$ cat src/hw/rtl/lbbc_pkg.sv
// Shared types, widths and codes for the LRU block buffer cache.
package lbbc_pkg;

  localparam int DEF_NUM_BUFFERS = 32;

  localparam int DEV_W    = 8;
  localparam int BLK_W    = 32;
  localparam int CNT_W    = 8;
  localparam int IDX_W    = 5;
  localparam int STATUS_W = 2;

  localparam logic [CNT_W-1:0] CNT_MAX = {CNT_W{1'b1}};

  localparam logic [STATUS_W-1:0] ST_OK     = 2'd0;
  localparam logic [STATUS_W-1:0] ST_NOBUF  = 2'd1;
  localparam logic [STATUS_W-1:0] ST_RELERR = 2'd2;

  // What the update cycle does to the cell row
  typedef enum logic [2:0] {
    KIND_HIT,
    KIND_MISS,
    KIND_NOBUF,
    KIND_REL,
    KIND_RELMOVE,
    KIND_RELERR
  } kind_t;

  // Per-buffer contents that travel with a slot along the row
  typedef struct packed {
    logic [DEV_W-1:0] dev;
    logic [BLK_W-1:0] blk;
    logic             valid;
    logic [CNT_W-1:0] cnt;
  } cell_data_t;

  // Compare results registered in each cell
  typedef struct packed {
    logic match;
    logic free;
    logic rel_hit;
    logic rel_zero;
    logic rel_one;
  } cell_flags_t;

  // Broadcast control from the sequencer to every cell
  typedef struct packed {
    logic  cmp;
    logic  upd;
    kind_t kind;
  } cell_ctl_t;

endpackage

$ cat src/hw/rtl/lbbc_cell.sv
// One recency position of the buffer row: slot id, tags, valid and count.
module lbbc_cell #(
  parameter int SLOT_W     = 5,
  parameter int RESET_SLOT = 0
) (
  input  logic                  clk,
  input  logic                  rst,
  input  lbbc_pkg::cell_ctl_t   ctl,
  input  logic [lbbc_pkg::DEV_W-1:0] req_dev,
  input  logic [lbbc_pkg::BLK_W-1:0] req_blk,
  input  logic [SLOT_W-1:0]     rel_slot,
  input  logic                  tgt,        // this position is the target
  input  logic                  shift,      // take neighbor contents on a move
  input  lbbc_pkg::cell_data_t  nb_data,
  input  logic [SLOT_W-1:0]     nb_slot,
  output lbbc_pkg::cell_data_t  data,
  output logic [SLOT_W-1:0]     slot,
  output lbbc_pkg::cell_flags_t flags
);

  always_ff @(posedge clk) begin
    if (rst) begin
      slot  <= SLOT_W'(RESET_SLOT);
      data  <= '0;
      flags <= '0;
    end else begin
      if (ctl.cmp) begin
        flags.match    <= (data.dev == req_dev) && (data.blk == req_blk);
        flags.free     <= (data.cnt == '0);
        flags.rel_hit  <= (slot == rel_slot);
        flags.rel_zero <= (slot == rel_slot) && (data.cnt == '0);
        flags.rel_one  <= (slot == rel_slot) && (data.cnt == lbbc_pkg::CNT_W'(1));
      end
      if (ctl.upd) begin
        unique case (ctl.kind)
          lbbc_pkg::KIND_HIT: begin
            if (tgt) begin
              data.valid <= 1'b1;
              if (data.cnt != lbbc_pkg::CNT_MAX) data.cnt <= data.cnt + 1'b1;
            end
          end
          lbbc_pkg::KIND_MISS: begin
            if (tgt) begin
              data.dev   <= req_dev;
              data.blk   <= req_blk;
              data.valid <= 1'b1;
              data.cnt   <= lbbc_pkg::CNT_W'(1);
            end
          end
          lbbc_pkg::KIND_REL: begin
            if (tgt) data.cnt <= data.cnt - 1'b1;
          end
          lbbc_pkg::KIND_RELMOVE: begin
            if (shift) begin
              data <= nb_data;
              slot <= nb_slot;
            end
          end
          default: ;
        endcase
      end
    end
  end

endmodule

$ cat config.mk
export PLATFORM = sky130hd
export DESIGN_NAME = lbbc_cell
export DESIGN_NICKNAME = d
export VERILOG_FILES = /design/src/hw/rtl/lbbc_pkg.sv /design/src/hw/rtl/lbbc_cell.sv
export SDC_FILE = /design/constraint.sdc
export NUM_CORES = 1
export LEC_CHECK = 0
export CAP_MARGIN = 10
export CORE_AREA = 2 2 94 87
export DETAILED_ROUTE_END_ITERATION = 6
export DIE_AREA = 0 0 96 89
export DONT_BUFFER_PORTS = 1
export PLACE_DENSITY_LB_ADDON = 0.2
export SLEW_MARGIN = 20
export SYNTH_ARGS = -nofsm -noshare
export SYNTH_HDL_FRONTEND = slang
export SYNTH_SLANG_ARGS = --single-unit
$ cat constraint.sdc
create_clock -name clk -period 3.15 [get_ports clk]
set_input_delay 0.63 -clock clk [delete_from_list [all_inputs] [get_ports clk]]
set_output_delay 0.63 -clock clk [all_outputs]
set_load 0.02 [all_outputs]
; ---- Yosys cells after proc, flatten, opt, wreduce, memory -nomap -nowiden
; Index checks and enable logic that the tools add are counted.
[totals]
ff_bits = 59
[op_classes]
add_sub_neg = 2
eq_ne = 13
n_mux = 8
reduce_logical = 12
[ops]
columns = operator, n
row1 = $mux W49, 2
row2 = $pmux W40 S2, 1
row3 = $eq A32 B32 Y1, 1
row4 = $pmux W8 S4, 1
row5 = $mux W8, 2
row6 = $ne A2 B2 Y1 const B, 5
row7 = $mux W9, 1
row8 = $add A8 B1 Y8 const B, 1
row9 = $eq A8 B1 Y1 const B, 1
row10 = $eq A8 B8 Y1, 1
row11 = $logic_not A8 Y1, 1
row12 = $ne A8 B8 Y1 const B, 1
row13 = $sub A8 B1 Y8 const B, 1
row14 = $reduce_and A7 Y1, 1
row15 = $eq A5 B5 Y1, 1
row16 = $reduce_and A5 Y1, 1
row17 = $reduce_and A4 Y1, 1
row18 = $reduce_bool A4 Y1, 1
row19 = $eq A3 B1 Y1 const B, 1
row20 = $eq A3 B2 Y1 const B, 1
row21 = $eq A3 B3 Y1 const B, 1
row22 = $logic_and A1 B1 Y1, 3
row23 = $logic_not A3 Y1, 1
row24 = $pmux W1 S3, 1
row25 = 3 further kinds, 3

; ---- Depth between registers and ports, before layout
; Gate-level depths: netlist of run 1.
[depth]
ltp_word = 4
ltp_mapped = 7
mapped_depth_nobuf = 6

; ---- Worst setup path after synthesis of run 1
; Ideal clock, no wire load.
[synth_path]
path_kind = reg2reg
start = register data[0] (netlist name)
end = register data[7] (netlist name)
arrival_time_ns = 1.841
t_required_ns = 3.035
setup_slack_ns = 1.194
path_stages_with_launch = 8
path_buffers = 1
cell_sequence = dfxtp_1 ha_1 nand2_1 or4_1 o221ai_2 buf_6 a221oi_1 o21a_1
[synth_between]
elab_chain_cells = 4
[synth_rtl]
columns = element, line
row1 = start: declaration, lbbc_cell.sv:16  ; output lbbc_pkg::cell_data_t data,
row2 = start signal: assignment, lbbc_cell.sv:55  ; data <= nb_data;
row3 = $add A8 B1 Y8, lbbc_cell.sv:39  ; if (data.cnt != lbbc_pkg::CNT_MAX) data.cnt <= data.cnt + 1'b1;
row4 = $mux W8, lbbc_cell.sv:39
row5 = $mux W9, lbbc_cell.sv:37  ; if (tgt) begin
row6 = $pmux W8 S4, lbbc_cell.sv:35  ; unique case (ctl.kind)
; Parallel ways exist; a longest one is shown, timed or not. The select of a mux whose other input is x is not followed.
; A chain may end at the register's enable or synchronous reset.

; ---- Final worst setup path of run 1
[layout_path]
start = register data[0] (netlist name)
end = register data[4] (netlist name)
; The elaborated chain is that of the path after synthesis.

==> results of run 1 <==
## cells in the mapped netlist (all sizes together)
cell    instances
xor2            3
a32oi           1
nor2b           5
or2             2
dfxtp          59
a211oi          4
nand2          84
buf             8
nor3            8
mux2i           7
a21oi          16
o32ai           2
a311o           1
nand2b          9
inv             9
and4            1
and3            2
and2            1
a31oi           1
or3             2
a222oi          1
and3b           1
a311oi         40
o221ai          2
or3b            1
ha              4
nand3b          3
nor3b           1
o21a            3
o21ai           7
or4             2
clkbuf         24
nor4            3
a221oi          5
xnor2          47
nand3          10
nor2           53
nand4          12
## sequential cells by signal, summed over array words and instances (netlist names)
signal	flops
flags	5
data	49
slot	5
## critical path: cells and delay by family, from the launching register on
kind	cells	cell delay, ns
AOI/OAI and AO/OA	3	0.99
adders and majority gates	1	0.30
DFF	1	0.62
and+or+nand+nor	2	0.49
## per-stage QoR
step                      std cells  setup WS, ns
after CTS                       528        0.6505
after detailed placement        512        0.6550
after floorplan                 444         1.194
final                           528        0.6444
after global placement          512        0.7566
after global routing            528        0.3981
## how the worst max path moves through the flow
stage | end | slack (ns) | cells after the start
floorplan | data[7]$_SDFFE_PP0P_ | 1.19 | 7
global placement | data[5]$_SDFFE_PP0P_ | 0.76 | 6
detailed placement | data[4]$_SDFFE_PP0P_ | 0.65 | 6
CTS | data[4]$_SDFFE_PP0P_ | 0.65 | 6
global route | data[4]$_SDFFE_PP0P_ | 0.40 | 6
finish | data[4]$_SDFFE_PP0P_ | 0.64 | 6
## metal layers
layer  part of all wire  routed length [um]
met3               0.11                1123
met1               0.42                4283
met2               0.47                4851
met5                  0                   0
met4             0.0059                  61
## power by group through the flow
stage	clock network [uW]	registers [uW]	logic (uW)
floorplan	0	844	190
global placement	0	853	211
detailed placement	0	854	214
CTS	739	837	215
global route	765	841	240
finish	715	837	214
## layout make-up
class | instances | area [sq um]
Inverter | 9 | 33.78
Sequential cell | 59 | 1181
Clock inverter | 6 | 63.81
Multi-Input combinational cell | 344 | 2148
Timing Repair Buffer | 4 | 42.54
Fill cell | 723 | 3742
Clock buffer | 10 | 137.6
Tap cell | 96 | 120.1
## cells in the final DEF (no fill, tap or decap), types with 4 or more instances in the layout
cell type  count
o21ai_1        4
nor2_1        52
nand2_1       84
a21oi_1       13
nand2b_1       9
clkbuf_8      10
mux2i_1        7
nand3_1       10
nor2b_1        5
inv_1          9
nor3_1         8
a221oi_1       5
dfxtp_1       59
nand4_1       12
a311oi_1      40
ha_1           4
xnor2_1       47
## cell families (layout without fill, tap and decap cells)
group           count (synthesis)  count (layout)  synth area share
flops                          59              59            0.3393
buf+inv                        41              29           0.04888
mux                             7               7           0.02013
compound gates                 83              83            0.1927
simple gates                  200             200            0.2588
fa+ha+maj                       4               4           0.01438
xor+xnor                       50              50            0.1258
==> summary by stage, run 1 <==
Run status
The run finished with clean final reports.

Worst setup path
The origin of the critical flop-to-flop path is data[0]$_SDFFE_PP0P_. The number of cells on the worst reg-to-reg path is 6. Among all stages on the critical path, the largest delay is contributed by dfxtp_1.

The critical path class is reg -> reg. The kind of capture point of the worst setup path is a register. The worst setup path is launched from a register. Data on the critical path is required at its endpoint by roughly 3.4 ns.

The register-to-register path setup slack is 0.64 ns. The startpoint of the most critical setup path is data[0]$_SDFFE_PP0P_. The signal arrival time at the worst endpoint is roughly 2.8 ns. The maximum single-stage delay on the critical path is 0.62 ns. The signal on the critical path passes through ha_1 -> nand2_1 -> or4_1 -> o221ai_2 -> a31oi_1 -> a221oi_1. The capturing point of the worst reg2reg path is data[4]$_SDFFE_PP0P_. The maximum fanout encountered on the critical timing path is 14.

STA
Across the routed clock network, the largest skew measured is 0.006108 ns. At the pin with the least slew margin, the transition time is 0.7575 ns. Setup violations remaining at the end of the flow were counted as 0. The count of final hold-check violations is 0. Dividing the final minimum period by the clock period gives 0.7954. Static timing analysis puts the maximum clock frequency at ~400 MHz. Across all hold checks on the routed design, the worst slack comes to 0.3613 ns. The worst pin sits at a relative slew slack of 0.4950. The time the worst path needs with I/O delays and setup is 2.506 ns. Setup repair after global routing left no endpoint under its margin. The final number of max-transition violations is 0.

The summed negative setup slack over all endpoints is 0 ns.

Worst hold path
Counting instances, the worst hold path has a depth of 1. The worst hold path terminates at flags[1]$_SDFFE_PP0P_. The launch point of the worst hold path is rst. The worst min-delay path class is in -> reg.

Routing
The first-pass iteration count of the detailed router is 5. The initial detailed-routing violation count is 149. The number of vias per cell is 6.017. The routed length per instance is 19.55 um.

In the routed design, unresolved DRC markers number 0. The count of nets left with antenna violations after detail routing is 0. The routed wire length is 10320 um. For this block, the via count after detailed routing is 3177.

Yosys
The synthesized netlist net count is 556. Of the post-synthesis cell area, the dominant cell type holds 0.3393. For this run, the number of Yosys warnings is 0. A synthesized cell averages 7.840 sq um. After synthesis the cells add up to 3481 sq um. After synthesis, the cell types taking the most area are dfxtp_1, xnor2_1, a311oi_1.

The cell count after synthesis is between 400 and 500. The top cell type by total area after synthesis is dfxtp_1. In this run, synthesis produced a sequential element count of 59.

The distinct cell type count after synthesis is 43. The share of the Yosys chip area taken by registers is 0.3393.

Pwr
For this design the total switching power over the nets is 509.4 uW. The reported leakage power is 0.001174 uW. The peak supply drop is 0.2542 mV.

The internal power contribution is 1257 uW. Of the total power, the clock network draws 0.405. Of the total power, combinational logic draws 0.121. In this run the power density over the cells is 474.0 nW/um^2. Of the total power, the share spent switching nets is 0.2883.

The portion of total power attributed to sequential cells is 0.474. The final total power is 1767 uW.

Placement
The congestion estimate from routability-driven global placement came to slightly below 0.9. The post-place instance area is 3526 sq um. The number of buffer cells added on primary ports is 0. The total half-perimeter wirelength after legalization and detailed placement is around 7500 um.

Floorplan
The floorplan step defined a die boundary enclosing 8544 sq um. The die is 96 um wide. The top-level I/O count is 167. The number of rows in the core area is 30.

In this run the standard cell core region covers 7470 sq um. For this configuration, the core starts out at a cell density of 0.4660. The chip height is between 80 and 90 um.

GRT
The global-route wire length before repair is 15440 um. The overall track demand over capacity in global routing is 0.2373. For met1 alone, demand over resource in global routing was 0.3052. For this run the aggregate overflow at the end of global routing stands at 0.

The pin count of the biggest net entering global routing is 62. The initial antenna violation count is 0. met2 is the most crowded layer.

In the global route stage, met2 resource usage came out at 0.3775. For met3 alone, demand over resource in global routing was 0.09444. The via count of the first global-routing pass is about 3000.

Clock tree
The TritonCTS clock tree is built. The clock latency on the worst-skew pair is 0.34 ns. The quantity of hold-fixing buffers added after cts is 0. The CTS buffer count is 9. The buffer cell driving the clock tree root is clkbuf_8. The longest clock path from root to sink contains 2 buffers. For this design, the sink count on the clock tree is a little under 60. After clock tree synthesis, the clock-pin slew on the worst setup and hold paths is approximately 0.070 ns. The setup fix buffers added after clock tree synthesis is 0. The post-cts repair resize count is 0. The H-tree generated during clock tree synthesis spans 3 levels.

Cells and area
The final core utilization is 0.4990. 0 antenna diodes ended up in the layout. The number of nets in the finished design is 539. Relative to the synthesized area, the layout overhead comes to 7.081%. The share of final-layout standard cells stronger than drive strength 1 is 0.07176. The final standard cell area without fillers is about 3700 sq um.

Flow run
The tool flagged a number of max-cap violations equal to 0.
No activity file was read; power rests on OpenSTA's default activity.
==> run 2, diff against run 1 <==
==> constraint.sdc (replaced) <==
create_clock -name clk -period 2.15 [get_ports clk]
set_input_delay 0.43 -clock clk [delete_from_list [all_inputs] [get_ports clk]]
set_output_delay 0.43 -clock clk [all_outputs]
set_load 0.02 [all_outputs]
==> run 2 against run 1 <==
Effect of this change:
- cell count rose by 1.9%
- sequential share of layout area fell by 0.44 points
- via count rose by 0.76%
- power rose by 40%
- sequential power rose by 45%
- largest cell class unchanged
- largest power group unchanged
- highest routed layer unchanged
==> summary by stage, run 2 (synthesis results as in run 1) <==
Cells and area
The share of final-layout standard cells stronger than drive strength 1 is 0.09050 (+0.01874). In the layout the commonest cells are nand2_1, dfxtp_1, nor2_1. The flip-flop count of the largest register, all copies and words added is 49 (unchanged). Ranked by flip-flop count, first place goes to data.

The number of nets in the finished design is 549 (+1.9%). In the final layout, the registers with the most flip-flops are data: 49 flops, flags: 5 flops, slot: 5 flops. The antenna cell count came to 0 (unchanged). The most common library cell in the layout ignoring fill and taps is nand2_1. Relative to the synthesized area, the layout overhead comes to 8.591%.

Worst setup path
The maximum fanout encountered on the critical timing path is 8 (-6). The critical path goes through buf_4 -> or4_1 -> o21a_1 -> o21ai_0 -> a21oi_1 -> o21a_1. The slowest stage of the critical path is the or4_1 cell.

The critical path class is reg -> reg. The signal arrival time at the worst endpoint is 2.10 ns (-0.65 ns). The worst-case reg-to-reg path depth is 6 (unchanged). The required arrival time at the worst endpoint is 2.39 ns (-1.00 ns). The kind of capture point of the worst setup path is a register. The most numerous cell on the critical path is o21a_1. The worst setup path is launched from a register. The maximum single-stage delay on the critical path was 0.62 ns (about the same).

STA
Setup repair after global routing left no endpoint under its margin. The summed negative setup slack over all endpoints is 0 ns (unchanged). The clock skew is 0.007856 ns (+0.001749 ns). The part of the cycle the worst path needs is 0.8655 (+0.07010). The final number of max-transition violations is 0 (unchanged). The final hold slack is 0.1610 ns (-0.2003 ns).

The highest achievable clock rate was 537.4 MHz (+35%). The actual slew at the worst max-slew pin is 0.4926 ns (-0.2650 ns). The time the worst path needs with I/O delays and setup is 1.861 ns (-0.6447 ns).

The worst path setup slack after routing came to 0.2891 ns (-0.3553 ns). The relative slew slack is 0.6716 (+0.1766). The count of final hold-check violations is 0 (unchanged). The count of endpoints failing setup in the final report is 0 (unchanged).

GRT
The via count of the first global-routing pass came to 2989 (+0.10%). The global-route wire length before repair is 15650 um (+1.3%). The overall track demand over capacity in global routing is 0.2413 (+0.003988).

The initial antenna violation count is 0 (unchanged). The pin count of the biggest net entering global routing is 62 (unchanged). The overflow left after global routing is 0 (unchanged).

Pwr
The combinational share of power is 0.138 (+0.017). The power density of the placed cells is 656.2 nW/um^2 (+38%). The peak supply drop came to 0.3347 mV (+32%). The power dissipated by switching net loads came to 741.3 uW (+46%). The switching share of power is 0.2989 (+0.01055). The reported leakage power was 0.001215 uW (+3.5%). The internal power contribution is 1739 uW (+38%).

The portion of total power attributed to sequential cells is 0.488 (+0.014). The share of power burned in the clock network is 0.374 (-0.031). The final total power is 2480 uW (+40%).

Routing
The routed length per instance came to 19.49 um (-0.30%). The first-pass iteration count of the detailed router is 5 (unchanged). The count of nets left with antenna violations after detail routing came to 0 (unchanged). The number of vias per cell is 5.950 (-1.1%). The routed via count was 3201 (+0.76%).

The routed wire length was 10480 um (+1.6%). The initial detailed-routing violation count is 181 (+21%). The DRC violation count after routing is 0 (unchanged).

Clock tree
The number of H-tree levels is 3 (unchanged). The CTS buffer count came to 9 (unchanged). The post-cts repair resize count is 0 (unchanged). The quantity of hold-fixing buffers added after cts is 0 (unchanged).

The buffer cell driving the clock tree root is clkbuf_8. The setup fix buffers added after clock tree synthesis is 0 (unchanged). The number of buffers between clock root and the deepest sink was 2 (unchanged). The number of clock sinks is 59 (unchanged). The TritonCTS clock tree is built. The clock latency on the worst-skew pair is 0.34 ns (about the same).

The clock-pin slew on the worst setup and hold paths came to 0.07 ns (about the same).

Floorplan
The top-level I/O count is 167 (unchanged). The die footprint is 8544 sq um (unchanged). The core region area is 7470 sq um (unchanged). The chip height is 89 um (unchanged). The number of rows in the core area is 30 (unchanged). The die width is 96 um (unchanged).

The initial cell density of the core is 0.4660 (unchanged).

Placement
The number of buffer cells added on primary ports is 0 (unchanged). The placer's final routability congestion estimate is 0.8432 (-3.6%). The post-placement worst setup slack was 0.2835 ns (-0.3715 ns). The total half-perimeter wirelength after legalization and detailed placement is 7708 um (+2.4%).

Run status
The flow ran to the end, and the final reports show no timing, DRC or antenna violations.

Worst hold path
The worst min-delay path class is in -> reg. The worst hold path cell count is 1 (unchanged).

Flow run
The number of maximum-capacitance constraint violations is 0 (unchanged).
run 2: cell types whose count changed in the layout (fill, tap and decap cells not counted), sizes merged:
cell	delta
buf	+10
bufinv	-1
clkbuf	+1
run 2: worst paths after layout:
check	from	end	slack [ns]
min	rst	data[1]$_SDFFE_PP0P_	0.16
min reg2reg	flags[0]$_SDFFE_PP0P_	flags[0]$_SDFFE_PP0P_	0.58
max	data[3]$_SDFFE_PP0P_	data[7]$_SDFFE_PP0P_	0.29
max reg2reg	data[3]$_SDFFE_PP0P_	data[7]$_SDFFE_PP0P_	0.29
run 2: power groups by stage:
stage	combinational [uW]	sequential (uW)	clock, uW
2_1_floorplan	278	1240	0
3_3_place_gp	334	1230	0
3_5_place_dp	339	1240	0
4_1_cts	341	1210	959
5_1_grt	376	1220	1000
6_report	342	1210	928
run 2: metrics by stage:
step	utilization	std cells	area [sq um]
2_1_floorplan	-	444	3481
3_3_place_gp	0.4821	522	3601
3_5_place_dp	0.4821	522	3601
4_1_cts	0.5060	538	3780
5_1_grt	0.5060	538	3780
6_report	0.5060	538	3780
run 2: area by class of cell:
class | count | area [sq um]
clock buffer | 11 | 141.4
clock inverter | 5 | 37.54
fill | 749 | 3690
inverter | 9 | 33.78
multi-input combinational | 344 | 2148
sequential | 59 | 1181
tap | 96 | 120.1
timing repair buffer | 14 | 117.6
run 2: worst max-delay path: cells and delay by family, from the launching register on:
family / cells / cell delay, ns
AO/OA/AOI/OAI: 4 / 0.65
buffers and inverters: 1 / 0.18
flip-flops: 1 / 0.31
AND/OR/NAND/NOR: 1 / 0.62
run 2: per-layer routing:
metal,GRT usage,routed length (um)
met4,0.06364,152
met5,0,0
met1,0.3247,4441
met2,0.3668,4832
met3,0.08769,1059
==> run 3, diff against run 2 <==
--- a/config.mk
+++ b/config.mk
@@ -5,10 +5,11 @@
 export SDC_FILE = /design/constraint.sdc
 export NUM_CORES = 1
 export LEC_CHECK = 0
+export ABC_AREA = 1
 export CAP_MARGIN = 10
-export CORE_AREA = 2 2 94 87
+export CORE_AREA = 2 2 108 84
 export DETAILED_ROUTE_END_ITERATION = 6
-export DIE_AREA = 0 0 96 89
+export DIE_AREA = 0 0 110 86
 export DONT_BUFFER_PORTS = 1
 export PLACE_DENSITY_LB_ADDON = 0.2
 export SLEW_MARGIN = 20
==> run 3 against run 2 <==
Effect of this change:
- clock skew is 0.0019 ns lower
- via count is 23% higher
- combinational power is 36% higher
- sequential share of layout area is 3.3 points lower
- largest power group is now clock
==> summary by stage, run 3 <==
Yosys
The mean post-synth cell area is 5.953 sq um (-24%). The netlist area before placement is 3881 sq um (+12%). In the synthesized netlist the dominant register cell turns out to be dfxtp_1. The number of warnings printed during yosys synthesis is 0 (unchanged). The synthesized netlist net count was 764 (+37%). Counting instances in the post-synthesis netlist gives the leading cell types as nand2_1, inv_1, o21ai_0. The cell count after synthesis is 652 (+47%).

The biggest area contributor in the post-synthesis netlist is dfxtp_1. The flip-flop and latch count after synthesis is 59 (unchanged). The fraction of registers with async set or reset after synthesis came to 0 (unchanged).

The number of enable-type register cells in the synthesized netlist is 0 (unchanged). The fraction of post-synthesis cell area in the top cell type by area is 0.3043 (-0.03500). Yosys attributes the largest share of cell area to dfxtp_1, nand2_1, o21ai_0. The distinct cell type count after synthesis is 32 (-26%). The cell with the most instances after synthesis is nand2_1. The sequential fraction of the synthesis area is 0.3043 (-0.03500).

Worst setup path
The number of buffers and inverters on the critical path is 0 (-1). Walking the worst path, the cells encountered are ha_1 -> nand2_1 -> nor2_1 -> nand3_1 -> nand2_1 -> nor2_1 -> nand3_2 -> nand2_1 -> a21oi_1. The worst setup path is launched from a register.

By instance count, the cell type seen most on the critical path is nand2_1. The signal arrival time at the worst endpoint is 2.15 ns (+0.05 ns). The maximum single-stage delay on the critical path is 0.51 ns (-0.11 ns). The critical path class is reg -> reg. The endpoint identified for the worst register-to-register timing path is data[7]$_SDFFE_PP0P_. STA classifies the critical path endpoint as a register.

The required arrival time at the worst endpoint came to 2.41 ns (+0.02 ns). The worst-case reg-to-reg path depth is 9 (+3). The maximum fanout encountered on the critical timing path was 8 (unchanged).

In this run the critical register-to-register path is launched from data[1]$_SDFFE_PP0P_. The kind of cell with the highest combined delay on the critical path is simple AND/OR/NAND/NOR gates. The critical path's slowest cell is dfxtp_1. The register-to-register path setup slack came to 0.26 ns (-0.03 ns).

Clock tree
The TritonCTS clock tree is built. The number of clock sinks was 59 (unchanged). The number of buffers between clock root and the deepest sink is 2 (unchanged). The tree is rooted in a clkbuf_8. The CTS buffer count is 9 (unchanged). The clock-pin slew on the worst setup and hold paths came to 0.07 ns (about the same).

The quantity of hold-fixing buffers added after cts is 0 (unchanged). The post-cts repair resize count is 0 (unchanged). The setup fix buffers added after clock tree synthesis was 0 (unchanged).

The number of H-tree levels came to 3 (unchanged). The clock latency on the worst-skew pair is 0.33 ns (about the same).

Cells and area
The area used by multi-input combinational logic is 2207 sq um (+2.7%). Leaving out fill and tap cells, the most frequent cells in the layout are nand2_1, inv_1, o21ai_0. The number of nets in the finished design is 760 (+38%). The largest registers in the layout are data: 49 flops, flags: 5 flops, slot: 5 flops.

The number of fill cells in the layout is 885 (+18%). Ranked by flip-flop count, first place goes to data. The share of final-layout standard cells stronger than drive strength 1 is 0.06126 (-0.02924). The final core utilization is 0.5081 (+0.002026).

The register area was 1181 sq um (unchanged). The antenna cell count came to 0 (unchanged). The most common library cell in the layout ignoring fill and taps is nand2_1. Relative to the synthesized area, the layout overhead comes to 8.769%.

The flip-flop count of the largest register, all copies and words added is 49 (unchanged).

Pwr
The reported leakage power is 0.001932 uW (+59%). The peak supply drop is 0.3710 mV (+11%). The final total power is 3048 uW (+23%). The power density of the placed cells is 722.0 nW/um^2 (+10%).

Routing
The number of vias per cell is 5.159 (-13%). The routed via count is 3926 (+23%). The count of nets left with antenna violations after detail routing is 0 (unchanged). The DRC violation count after routing came to 0 (unchanged).

The first-pass iteration count of the detailed router is 5 (unchanged). The routed wire length came to 11050 um (+5.4%). The routed length per instance was 14.52 um (-25%).

The initial detailed-routing violation count was 304 (+68%).

Floorplan
The chip height is 86 um (-3.4%). The top-level I/O count is 167 (unchanged). The core region area is 8309 sq um (+11%). The number of rows in the core area is 29 (-3.3%). The die width came to 110 um (+15%). The initial cell density of the core is 0.4671 (+0.001102). The die footprint is 9460 sq um (+11%).

GRT
The overflow left after global routing is 0 (unchanged). The pin count of the biggest net entering global routing came to 77 (+24%). The via count of the first global-routing pass is 3548 (+19%). The global-route wire length before repair was 17210 um (+10%). The initial antenna violation count is 0 (unchanged). The overall track demand over capacity in global routing was 0.2309 (-0.01037).

Flow run
The number of maximum-capacitance constraint violations is 0 (unchanged).

STA
The count of final hold-check violations is 0 (unchanged). The actual slew at the worst max-slew pin was 0.5360 ns (+0.04338 ns). The summed negative setup slack over all endpoints is 0 ns (unchanged).

The clock skew was 0.005949 ns (-0.001907 ns). The worst path setup slack after routing is 0.2607 ns (-0.02844 ns). Setup repair after global routing left no endpoint under its margin. The part of the cycle the worst path needs is 0.8788 (+0.01323).

The time the worst path needs with I/O delays and setup is 1.889 ns (+0.02844 ns). The count of endpoints failing setup in the final report came to 0 (unchanged). The highest achievable clock rate is 529.3 MHz (-1.5%). The relative slew slack is 0.6399 (-0.03167). The final number of max-transition violations is 0 (unchanged).

Placement
The placer's final routability congestion estimate was 0.9420 (+12%). The total half-perimeter wirelength after legalization and detailed placement came to 8420 um (+9.2%). The number of buffer cells added on primary ports is 0 (unchanged). The post-placement worst setup slack is 0.3397 ns (+0.05624 ns).

Worst hold path
The worst hold path cell count was 1 (unchanged). The path with the worst hold slack has its endpoint at flags[0]$_SDFFE_PP0P_. The launch point of the worst hold path is rst.

The worst min-delay path class is in -> reg.

Run status
The flow ran to the end, and the final reports show no timing, DRC or antenna violations.
## run 3: cell families (layout without fill, tap and decap cells)
logic type | after synthesis | count (layout) | synth area share
fa+ha+maj | 4 | 4 | 0.01290
xor+xnor | 17 | 17 | 0.03836
buf+inv | 118 | 119 | 0.1270
compound gates | 136 | 136 | 0.1776
simple gates | 318 | 318 | 0.3398
flops | 59 | 59 | 0.3043
## run 3: routing by layer
metal	part of all wire	vias to the layer above	global-route usage
li1	-	2022	-
met1	0.43	1724	0.2951
met2	0.43	172	0.3575
met3	0.13	8	0.1033
met4	0.0059	0	0.05178
met5	0	-	0
## run 3: how the worst max path moves through the flow
stage,endpoint,cells after the start,slack [ns],start
after CTS,data[7]$_SDFFE_PP0P_,9,0.32,data[1]$_SDFFE_PP0P_
after global placement,data[2]$_SDFFE_PP0P_,10,0.33,data[1]$_SDFFE_PP0P_
after detailed placement,data[7]$_SDFFE_PP0P_,9,0.34,data[1]$_SDFFE_PP0P_
after floorplan,data[7]$_SDFFE_PP0P_,9,0.60,data[0]$_SDFFE_PP0P_
after global routing,data[7]$_SDFFE_PP0P_,9,0.08,data[1]$_SDFFE_PP0P_
final,data[7]$_SDFFE_PP0P_,9,0.26,data[1]$_SDFFE_PP0P_
## run 3: final cells by class
| type | instances | area share |
|---|---|---|
| inverters | 96 | 0.08536 |
| flip-flops and latches | 59 | 0.2798 |
| well taps | 108 | 0.03201 |
| repair buffers | 7 | 0.01838 |
| clock buffers | 12 | 0.03912 |
| clock inverters | 4 | 0.02253 |
| multi-input cells | 475 | 0.5228 |
## run 3: where the power goes
| group | switching (uW) | internal (uW) |
|---|---|---|
| Clock | 449 | 864 |
| Sequential | 122 | 1150 |
| Combinational | 291 | 173 |
| Total | 863 | 2190 |
## run 3: per-stage QoR
| step | instance area [sq um] | std cells | hold WS (ns) |
|---|---|---|---|
| floorplan | 3881 | 652 | 0.4991 |
| global placement | 3961 | 745 | 0.4999 |
| detailed placement | 3961 | 745 | 0.5022 |
| CTS | 4222 | 761 | 0.1405 |
| global route | 4222 | 761 | 0.1289 |
| finish | 4222 | 761 | 0.1631 |
